===== config.mk =====
export PLATFORM = sky130hd
export DESIGN_NAME = sorted_event_queue_core
export DESIGN_NICKNAME = d
export VERILOG_FILES = /design/src/design/seq_pkg.sv /design/src/design/sorted_event_queue_core.sv /design/src/design/seq_ctrl.sv /design/src/design/seq_dpath.sv
export SDC_FILE = /design/constraint.sdc
export NUM_CORES = 1
export LEC_CHECK = 0
export BUFFER_PORTS_ARGS = -buffer_cell sky130_fd_sc_hd__clkbuf_2
export CAP_MARGIN = 30
export CELL_PAD_IN_SITES_DETAIL_PLACEMENT = 1
export CELL_PAD_IN_SITES_GLOBAL_PLACEMENT = 2
export CORE_UTILIZATION = 40
export CTS_BUF_LIST = sky130_fd_sc_hd__clkbuf_16
export CTS_CLUSTER_SIZE = 14
export DETAILED_ROUTE_END_ITERATION = 12
export PLACE_DENSITY = 0.79
export SLEW_MARGIN = 15
export SYNTH_ARGS = -nofsm -noshare
export SYNTH_HDL_FRONTEND = slang
export SYNTH_SLANG_ARGS = --single-unit

===== constraint.sdc =====
create_clock -name aclk -period 10.4 [get_ports aclk]
set_clock_uncertainty 0.2 [all_clocks]
set_input_delay 0 -clock aclk [delete_from_list [all_inputs] [get_ports aclk]]
set_output_delay 0 -clock aclk [all_outputs]
set_load 0.05 [all_outputs]

===== src/design/seq_pkg.sv =====
// Shared types and constants for the sorted event queue.
// Holds field widths, command codes and the controller/datapath command and status structs.
// No dependencies.
`default_nettype none

package seq_pkg;

    localparam int KEY_W         = 32;
    localparam int COUNT_OUT_W   = 5;
    localparam int DEFAULT_DEPTH = 16;
    localparam int M_TDATA_W     = 40;

    localparam logic CMD_INSERT = 1'b0;
    localparam logic CMD_REMOVE = 1'b1;

    // Commands from the controller to the datapath
    typedef struct packed {
        logic capture;
        logic rd;
        logic ins_shift;
        logic ins_place;
        logic rem_pop;
        logic rem_move;
        logic rem_finish;
        logic set_full;
        logic set_empty;
        logic emit;
    } seq_cmd_t;

    // Status from the datapath to the controller
    typedef struct packed {
        logic is_insert;
        logic occ_full;
        logic occ_zero;
        logic pos_zero;
        logic pos_at_end;
        logic rd_gt_key;
        logic out_free;
    } seq_stat_t;

endpackage

`default_nettype wire


===== src/design/sorted_event_queue_core.sv =====
// Sorted event queue: ordered store of 16.16 departure times with insert and pop-smallest.
// Top level joining seq_ctrl and seq_dpath; depends on seq_pkg.
//
// Usage:
//   Input beats on s_*: s_tuser is the command (0 insert, 1 remove), s_tdata the time key.
//   Every input beat gives exactly one result beat on m_*, in order.
//   Keys are kept ascending in a single-port memory; equal keys leave first in, first out.
//   An insert walks down from the tail, reading each held key and moving it up one slot
//   while it is larger than the new one; the new key goes in above the first key that is
//   not larger, or into the bottom slot when every held key is larger. A remove returns
//   the head and moves each remaining key down one slot. A dropped insert or a remove
//   from an empty queue goes straight to its result without touching the memory.
//   One item is worked on at a time; s_tready is high only while the block is idle, so
//   the next beat can be taken in the cycle after the result is registered.
//   Insert into a full queue sets was_full and drops the key; remove from an empty queue
//   sets was_empty and returns zero. entry_count is the occupancy after the item.
//   A stalled result is held in the output register; the block takes the next input beat
//   while that result waits, and stalls only when a second result is ready.
//   Reset empties the queue at once (no clearing pass); stale memory is never read.
`default_nettype none

module sorted_event_queue_core
    import seq_pkg::*;
#(
    parameter int QUEUE_DEPTH = DEFAULT_DEPTH
) (
    input  wire logic                   aclk,
    input  wire logic                   aresetn,
    input  wire logic                   s_tvalid,
    output logic                        s_tready,
    input  wire logic [KEY_W-1:0]       s_tdata,   // [31:0] time_key
    input  wire logic                   s_tuser,   // [0] command
    output logic                        m_tvalid,
    input  wire logic                   m_tready,
    output logic [M_TDATA_W-1:0]        m_tdata    // [31:0] removed_time, [32] was_empty,
                                                   // [33] was_full, [38:34] entry_count
);

    seq_cmd_t  cmd;
    seq_stat_t stat;

    seq_ctrl u_ctrl (
        .aclk     (aclk),
        .aresetn  (aresetn),
        .s_tvalid (s_tvalid),
        .s_tready (s_tready),
        .stat     (stat),
        .cmd      (cmd)
    );

    seq_dpath #(
        .QUEUE_DEPTH (QUEUE_DEPTH)
    ) u_dpath (
        .aclk     (aclk),
        .aresetn  (aresetn),
        .s_tdata  (s_tdata),
        .s_tuser  (s_tuser),
        .m_tvalid (m_tvalid),
        .m_tready (m_tready),
        .m_tdata  (m_tdata),
        .cmd      (cmd),
        .stat     (stat)
    );

endmodule

`default_nettype wire


===== src/design/seq_ctrl.sv =====
// Controller state machine for the sorted event queue.
// Sequences insert and remove walks over the key memory; depends on seq_pkg.
`default_nettype none

module seq_ctrl
    import seq_pkg::*;
(
    input  wire logic      aclk,
    input  wire logic      aresetn,
    input  wire logic      s_tvalid,
    output logic           s_tready,
    input  wire seq_stat_t stat,
    output seq_cmd_t       cmd
);

    typedef enum logic [6:0] {
        ST_IDLE     = 7'b0000001,
        ST_DISPATCH = 7'b0000010,
        ST_INS_CMP  = 7'b0000100,
        ST_REM_POP  = 7'b0001000,
        ST_REM_NEXT = 7'b0010000,
        ST_REM_MOVE = 7'b0100000,
        ST_DONE     = 7'b1000000
    } state_t;

    state_t state_reg, state_next;

    always_ff @(posedge aclk) begin
        if (!aresetn) begin
            state_reg <= ST_IDLE;
        end else begin
            state_reg <= state_next;
        end
    end

    always_comb begin
        state_next = state_reg;
        cmd        = '0;
        s_tready   = 1'b0;
        case (state_reg)
            ST_IDLE: begin
                s_tready = 1'b1;
                if (s_tvalid) begin
                    cmd.capture = 1'b1;
                    state_next  = ST_DISPATCH;
                end
            end
            ST_DISPATCH: begin
                if (stat.is_insert) begin
                    if (stat.occ_full) begin
                        cmd.set_full = 1'b1;
                        state_next   = ST_DONE;
                    end else if (stat.pos_zero) begin
                        cmd.ins_place = 1'b1;
                        state_next    = ST_DONE;
                    end else begin
                        cmd.rd     = 1'b1;
                        state_next = ST_INS_CMP;
                    end
                end else begin
                    if (stat.occ_zero) begin
                        cmd.set_empty = 1'b1;
                        state_next    = ST_DONE;
                    end else begin
                        cmd.rd     = 1'b1;
                        state_next = ST_REM_POP;
                    end
                end
            end
            ST_INS_CMP: begin
                // larger keys move up one slot; stop at the first key not larger
                if (stat.rd_gt_key) begin
                    cmd.ins_shift = 1'b1;
                    state_next    = ST_DISPATCH;
                end else begin
                    cmd.ins_place = 1'b1;
                    state_next    = ST_DONE;
                end
            end
            ST_REM_POP: begin
                cmd.rem_pop = 1'b1;
                state_next  = ST_REM_NEXT;
            end
            ST_REM_NEXT: begin
                if (stat.pos_at_end) begin
                    cmd.rem_finish = 1'b1;
                    state_next     = ST_DONE;
                end else begin
                    cmd.rd     = 1'b1;
                    state_next = ST_REM_MOVE;
                end
            end
            ST_REM_MOVE: begin
                cmd.rem_move = 1'b1;
                state_next   = ST_REM_NEXT;
            end
            ST_DONE: begin
                if (stat.out_free) begin
                    cmd.emit   = 1'b1;
                    state_next = ST_IDLE;
                end
            end
            default: begin
                state_next = ST_IDLE;
            end
        endcase
    end

endmodule

`default_nettype wire


===== src/design/seq_dpath.sv =====
// Datapath for the sorted event queue: key memory, walk pointer, occupancy and result register.
// Driven by seq_ctrl through seq_cmd_t; depends on seq_pkg.
`default_nettype none

module seq_dpath
    import seq_pkg::*;
#(
    parameter int QUEUE_DEPTH = DEFAULT_DEPTH
) (
    input  wire logic                 aclk,
    input  wire logic                 aresetn,
    input  wire logic [KEY_W-1:0]     s_tdata,
    input  wire logic                 s_tuser,
    output logic                      m_tvalid,
    input  wire logic                 m_tready,
    output logic [M_TDATA_W-1:0]      m_tdata,
    input  wire seq_cmd_t             cmd,
    output seq_stat_t                 stat
);

    localparam int IDX_W = $clog2(QUEUE_DEPTH);
    localparam int CNT_W = $clog2(QUEUE_DEPTH + 1);

    logic [KEY_W-1:0] key_mem [QUEUE_DEPTH];
    logic [KEY_W-1:0] rd_data_reg;

    logic             cmd_reg;
    logic [KEY_W-1:0] key_reg;
    logic [CNT_W-1:0] pos_reg;
    logic [CNT_W-1:0] occ_reg;
    logic [KEY_W-1:0] popped_reg;
    logic             empty_reg;
    logic             full_reg;

    logic                   m_valid_reg;
    logic [M_TDATA_W-1:0]   m_data_reg;

    logic [CNT_W-1:0]       pos_m1;
    logic [IDX_W-1:0]       rd_addr;
    logic [IDX_W-1:0]       wr_addr;
    logic [KEY_W-1:0]       wr_data;
    logic                   wr_en;
    logic [CNT_W+COUNT_OUT_W-1:0] occ_ext;

    assign pos_m1  = pos_reg - CNT_W'(1);
    assign rd_addr = (cmd_reg == CMD_INSERT) ? pos_m1[IDX_W-1:0] : pos_reg[IDX_W-1:0];
    assign wr_addr = cmd.rem_move ? pos_m1[IDX_W-1:0] : pos_reg[IDX_W-1:0];
    assign wr_data = cmd.ins_place ? key_reg : rd_data_reg;
    assign wr_en   = cmd.ins_shift | cmd.ins_place | cmd.rem_move;
    assign occ_ext = {{COUNT_OUT_W{1'b0}}, occ_reg};

    // Single-port style key store: one write or one registered read per cycle, never both
    always_ff @(posedge aclk) begin
        if (wr_en) begin
            key_mem[wr_addr] <= wr_data;
        end
        if (cmd.rd) begin
            rd_data_reg <= key_mem[rd_addr];
        end
    end

    // Item registers and walk pointer
    always_ff @(posedge aclk) begin
        if (cmd.capture) begin
            cmd_reg    <= s_tuser;
            key_reg    <= s_tdata;
            pos_reg    <= (s_tuser == CMD_INSERT) ? occ_reg : '0;
            popped_reg <= '0;
            empty_reg  <= 1'b0;
            full_reg   <= 1'b0;
        end else begin
            if (cmd.ins_shift) begin
                pos_reg <= pos_m1;
            end
            if (cmd.rem_pop) begin
                popped_reg <= rd_data_reg;
                pos_reg    <= pos_reg + CNT_W'(1);
            end
            if (cmd.rem_move) begin
                pos_reg <= pos_reg + CNT_W'(1);
            end
            if (cmd.set_full) begin
                full_reg <= 1'b1;
            end
            if (cmd.set_empty) begin
                empty_reg <= 1'b1;
            end
        end
    end

    always_ff @(posedge aclk) begin
        if (!aresetn) begin
            occ_reg <= '0;
        end else if (cmd.ins_place) begin
            occ_reg <= occ_reg + CNT_W'(1);
        end else if (cmd.rem_finish) begin
            occ_reg <= occ_reg - CNT_W'(1);
        end
    end

    // Result register: hold until the beat is taken
    always_ff @(posedge aclk) begin
        if (!aresetn) begin
            m_valid_reg <= 1'b0;
        end else if (cmd.emit) begin
            m_valid_reg <= 1'b1;
        end else if (m_tready) begin
            m_valid_reg <= 1'b0;
        end
    end

    always_ff @(posedge aclk) begin
        if (cmd.emit) begin
            m_data_reg <= {1'b0, occ_ext[COUNT_OUT_W-1:0], full_reg, empty_reg, popped_reg};
        end
    end

    assign m_tvalid = m_valid_reg;
    assign m_tdata  = m_data_reg;

    assign stat.is_insert  = (cmd_reg == CMD_INSERT);
    assign stat.occ_full   = (occ_reg == CNT_W'(QUEUE_DEPTH));
    assign stat.occ_zero   = (occ_reg == '0);
    assign stat.pos_zero   = (pos_reg == '0);
    assign stat.pos_at_end = (pos_reg == occ_reg);
    assign stat.rd_gt_key  = (rd_data_reg > key_reg);
    assign stat.out_free   = !m_valid_reg || m_tready;

endmodule

`default_nettype wire


==> metrics.yaml, run 1 <==
status: "finished clean"
fp.dieH_um: 259.5
antenna_found_initial: 0
critPathArrivalTime_ps: 4800
nFillCells: 6168
largest-register: "u_dpath.key_mem"
cp_cell_sequence: "inv_1 > ha_1 > or4b_4 > a211oi_2 > a21o_1 > nand3_1 > o21ai_0 > nand2b_1 > nor2_4 > buf_4"
hp-class: "in2reg"
worstSetupEndpointType: "flop"
post_cts_buffers: 0
fin_nets: 1679
grt_max_degree: 129
post-route-period-util_pct: 45.78
core_mm2: 0.06563
yosysSeqAreaShare_pct: 73.88
numPortBuffers: 77
grt_overflow_total: 0
powerDensity_mw_per_mm2: 191.4
die_w_um: 259.5
required_ps: 10440
ant_nets: 0
htreeDepth: 3
io_pins: 79
yosys-top-cells-count: "edfxtp_1 (621), mux4_2 (128), nand2_1 (88)"
min_period_ps: 4761
tns_ps: 0
yosysWarnings: 0
timing.rr.end: "u_dpath.key_mem[12][20]"
reg2reg_from: "u_dpath.pos_reg[0]"
tightest_slew_ps: 1127
wl_um: 64260
ys_ff_latch: 668
ff2ff_path_depth: 10
synthesis.area_mm2: 0.02651
dp.cells: 2326
synthTopCellsByArea: "edfxtp_1 (70%), mux4_2 (11%), dfxtp_1 (3.5%)"
first_global_vias: 14690
p_int_uw: 4630
ys.flop_type: "edfxtp_1"
clockBufferDepth: 3
switching_power_uw: 1328
p_total_uw: 5959
numCtsBuffers: 69
synth_top_area_share_pct: 70.33
drt_iter0_markers: 1239
critPathMaxStageDelay_ps: 580
drv_cap: 0
power_frac_seq_pct: 49.6
diodes: 0
num_vias: 13790
combPwrFrac_pct: 9.0
clock_latency_ps: 600
drc: 0
leakage_uw: 0.01043
viasPerCell: 5.466
cp_top_family: "simple AND/OR/NAND/NOR gates"
grt.total_usage_pct: 19.42
synth_most_common_cell: "edfxtp_1"
relSlewSlack_pct: 24.90
rrSetupSlack_ps: 5640
hold_violations: 0
cp_slowest_cell: "edfxtp_1"
min_to: "u_dpath.cmd_reg"
rsz0062_at_grt: "false"
swShare_pct: 22.29
max_freq_ghz: 0.2100
async_reset_ff_share_pct: 0
first_pass_iters: 7
cp.buffers_inverters: 2
irDropWorstVdd_mv: 0.1224
maxSlewViolCount: 0
stdcell_count: 2523
gp_congestion: 0.7871
cts.root.buffer_cell: "clkbuf_16"
hold_start: "s_tuser"
synthToLayoutAreaGrowth_pct: 17.43
synth-edff-count: 621
start_util_pct: 40.40
clkSlewWorstSetupHoldPaths_ps: 60
drive_gt1_share_pct: 23.63
clkPwrFrac_pct: 41.4
critical_path_class: "reg2reg"
cts.sinks: 668
setup_viol: 0
synth_top_cell_by_area: "edfxtp_1"
grt_pass1_wl_um: 95550
cp_max_fo: 18
largest_reg_flops: 512
startpoint_type: "flop"
hpwl_um: 36640
num_rows: 94
syn_area_per_cell_um2: 18.72
synth.distinct_cells: 57
hold_path_depth: 2
syn_nets: 1493
cts_tree: "done"
dieArea_mm2: 0.06732
synthCells: 1416
avgRoutedWirePerCell_um: 25.47
-- power groups by stage --
stage | Combinational (uW) | Sequential, uW | Clock, uW
CTS | 543 | 2950 | 2520
floorplan | 388 | 3000 | 0
global route | 579 | 2950 | 2600
detailed placement | 520 | 3010 | 0
finish | 536 | 2950 | 2470
global placement | 505 | 3010 | 0
-- area by class of cell --
type / count / area [um2] / area share (%)
Clock buffer: 73 / 1827 / 5.867
Clock inverter: 55 / 442.9 / 1.423
Inverter: 42 / 157.7 / 0.5063
Multi-Input combinational cell: 638 / 6650 / 21.36
Sequential cell: 668 / 19590 / 62.91
Tap cell: 864 / 1081 / 3.472
Timing Repair Buffer: 183 / 1389 / 4.461
-- what timing repair did --
item                                   4_1_cts  5_1_grt
hold buffers                                69        0
resized for setup                            0        0
endpoints found under the hold margin       79        0
-- worst register-to-register path: stages (launching register included) --
cell and delay, ps:
edfxtp_1 580, inv_1 190, ha_1 310, or4b_4 510, a211oi_2 360, a21o_1 200, nand3_1 170, o21ai_0 450
nand2b_1 340, nor2_4 580, buf_4 500
-- layout by cell type (no fill, tap or decap), drive strengths merged, types with 37 or more instances in the layout --
master       instances
clkbuf             150
nand2               88
nor2b               40
mux2i               40
ha                  39
buf                 37
dlygate4sd3         69
edfxtp             621
mux4               128
a21oi               82
dfxtp               47
inv                 63
-- through the flow --
stage                     util [%]  hold WS (ps)  area, um2  worst slack, ps
final                        47.44         38.99      31140             5639
after global routing         47.44         38.48      31140             5437
after CTS                    47.44         8.069      31140             5695
after detailed placement     42.93        -20.76      28180             5742
after global placement       42.85        -22.95      28120             5846
after floorplan                  -        -101.1      26510             6073
-- how the worst max path moves through the flow --
stage                                         end  slack (ps)  depth (start not counted)               startpoint
after floorplan             u_dpath.key_mem[0][0]        6070                         10       u_dpath.pos_reg[0]
after global placement      u_dpath.key_mem[4][0]        5850                          7  u_dpath.rd_data_reg[11]
after detailed placement   u_dpath.key_mem[12][3]        5740                         10       u_dpath.pos_reg[0]
after CTS                 u_dpath.key_mem[12][22]        5700                         10       u_dpath.pos_reg[0]
after global routing       u_dpath.key_mem[12][7]        5440                         10       u_dpath.pos_reg[0]
final                     u_dpath.key_mem[12][20]        5640                         10       u_dpath.pos_reg[0]
-- routing by layer --
| metal | share of wire (%) | track usage, % | vias to the layer above |
|---|---|---|---|
| met2 | 49 | 32.05 | 448 |
| li1 | - | - | 6021 |
| met1 | 43 | 26.69 | 7238 |
| met5 | 0 | 0 | - |
| met4 | 1.9 | 5.441 | 0 |
| met3 | 5.4 | 3.095 | 83 |
-- cells by family after synthesis --
logic type | synth area share (%)
flops | 73.88
simple gates | 4.224
mux | 14.02
compound gates | 3.671
buf+inv | 1.741
fa+ha+maj | 1.916
xor+xnor | 0.5285
other cells | 0.01414
No activity file was read; power rests on OpenSTA's default activity.
==> run 2, diff against run 1 <==
clock period = 4.99 ns   (was 10.4 ns; I/O delays follow)
==> run 2 against run 1 <==
  * Power increased by 110%
  * Die area did not move
  * Final area up 0.47%
  * Clock power is 100% higher
  * Utilization increased by 0.22 points
  * Combinational power increased by 110%
  * Critical path type unchanged
  * Critical endpoint is now u_dpath.key_mem[8][28]
==> metrics.yaml, run 2 (synthesis results as in run 1) <==
min_to: "u_ctrl.state_reg[0]"
drv_cap: 0  # unchanged
critical_path_class: "reg2reg"
hold_path_depth: 3  # +1
required_ps: 5070  # -5370 ps
grt.total_usage_pct: 20.01  # +0.59 points
clkSlewWorstSetupHoldPaths_ps: 60  # about the same
clock_latency_ps: 620  # +20 ps
drive_gt1_share_pct: 24.78  # +1.1 points
hold_violations: 0  # unchanged
hold_start: "aresetn"
fin_nets: 1703  # +1.4%
multi_input_area_mm2: 0.006650  # unchanged
grt_max_degree: 97  # -25%
cts_tree: "done"
cp_top_family: "buffers and inverters"
maxSlewViolCount: 0  # unchanged
first_pass_iters: 5  # -2
clockBufferDepth: 3  # unchanged
drt_iter0_markers: 1402  # +13%
reg2reg_from: "u_dpath.pos_reg[0]"
final_cell_mix: "edfxtp_1 (621), mux4_2 (128), nand2_1 (88), a21oi_1 (82), clkbuf_2 (77)"
relSlewSlack_pct: 34.52  # +9.6 points
drc: 0  # unchanged
largest_reg_flops: 512  # unchanged
crit_cells: 9  # -1
powerDensity_mw_per_mm2: 391.5  # +100%
grt_overflow_total: 0  # unchanged
largest-register: "u_dpath.key_mem"
num_vias: 14030  # +1.8%
startpoint_type: "flop"
nFillCells: 6126  # -0.68%
critPathArrivalTime_ps: 4530  # -270 ps
hp-class: "in2reg"
min_period_ps: 4455  # -306.1 ps
fp.dieH_um: 259.5  # unchanged
core_mm2: 0.06563  # unchanged
leakage_uw: 0.01053  # +0.97%
numCtsBuffers: 69  # unchanged
tightest_slew_ps: 977.6  # -148.9 ps
grt_pass1_wl_um: 97590  # +2.1%
ant_nets: 0  # unchanged
io_pins: 79  # unchanged
rsz0062_at_grt: "false"
setup_viol: 0  # unchanged
ff2ff_path_depth: 9  # -1
start_util_pct: 40.40  # unchanged
post-route-period-util_pct: 89.28  # +43 points
critPathMaxStageDelay_ps: 670  # +90 ps
viasPerCell: 5.510  # +0.81%
die_w_um: 259.5  # unchanged
irDropWorstVdd_mv: 0.2119  # +73%
avgRoutedWirePerCell_um: 25.94  # +1.8%
tns_ps: 0  # unchanged
cts.sinks: 668  # unchanged
max_freq_ghz: 0.2245  # +6.9%
dieArea_mm2: 0.06732  # unchanged
rrSetupSlack_ps: 540  # -5100 ps
cp_cell_sequence: "inv_1 > ha_1 > or4b_4 > a211oi_2 > a21o_1 > nand3_1 > a311oi_4 > buf_4 > mux2_1"
cp_slowest_cell: "buf_4"
num_rows: 94  # unchanged
fin_util_pct: 47.67  # +0.22 points
first_global_vias: 14780  # +0.59%
wl_um: 66060  # +2.8%
regArea_mm2: 0.01959  # unchanged
placed_cell_area_mm2: 0.02838  # +0.74%
final_common_cell: "edfxtp_1"
design_area_mm2: 0.03128  # +0.47%
numPortBuffers: 77  # unchanged
synthToLayoutAreaGrowth_pct: 17.98
gp_congestion: 0.7892  # +0.27%
status: "finished clean"
cp.buffers_inverters: 2  # unchanged
hpwl_um: 37110  # +1.3%
cts.root.buffer_cell: "clkbuf_16"
worstSetupEndpointType: "flop"
diodes: 0  # unchanged
htreeDepth: 3  # unchanged
antenna_found_initial: 0  # unchanged
cp_max_fo: 34  # +16
timing.rr.end: "u_dpath.key_mem[8][28]"
[run 2: tightest hold or removal path: stages]
cell	delay, ps
dlygate4sd3_1	530
clkbuf_2	230
o31ai_1	120
[run 2: layer usage]
layer / up-vias / wire [um] / track usage, %
li1: 6068 / - / -
met3: 98 / 3835 / 3.466
met5: - / 0 / 0
met4: 0 / 1440 / 6.487
met2: 464 / 33050 / 33.44
met1: 7404 / 27740 / 26.57
[run 2: final cells by class]
cell class                 count  share of cell area (%)
inverter                      42                  0.5040
clock inverter                56                   1.228
sequential                   668                   62.62
timing repair buffer         207                   5.176
tap                          864                   3.456
multi-input combinational    638                   21.26
clock buffer                  72                   5.760
[run 2: how the worst max path moves through the flow]
stage,end,slack [ps],startpoint
floorplan,u_dpath.key_mem[0][0],660,u_dpath.pos_reg[0]
global placement,u_dpath.key_mem[5][25],700,u_dpath.pos_reg[0]
detailed placement,u_dpath.key_mem[1][26],540,u_dpath.pos_reg[0]
CTS,u_dpath.key_mem[15][26],520,u_dpath.pos_reg[0]
global route,u_dpath.occ_reg[4],280,u_dpath.pos_reg[0]
finish,u_dpath.key_mem[8][28],540,u_dpath.pos_reg[0]
[run 2: stage by stage]
step	total power [uW]	setup WS, ps	hold slack, ps	cells
detailed placement	7366	535.8	-21.19	2347
floorplan	7057	663.2	-101.1	1416
global route	12610	284.1	173.6	2547
global placement	7339	701.6	-22.12	2346
CTS	12360	518.0	78.77	2545
finish	12250	535.1	121.1	2547
[run 2: where the power goes]
part / switching, uW / internal (uW)
sequential: 39.8 / 6120
clock: 2130 / 2830
combinational: 592 / 538
[run 2: what timing repair did]
item	4_1_cts	5_1_grt
hold buffers	70	0
buffers inserted	0	0
resized for setup	0	0
hold endpoints to repair	97	0
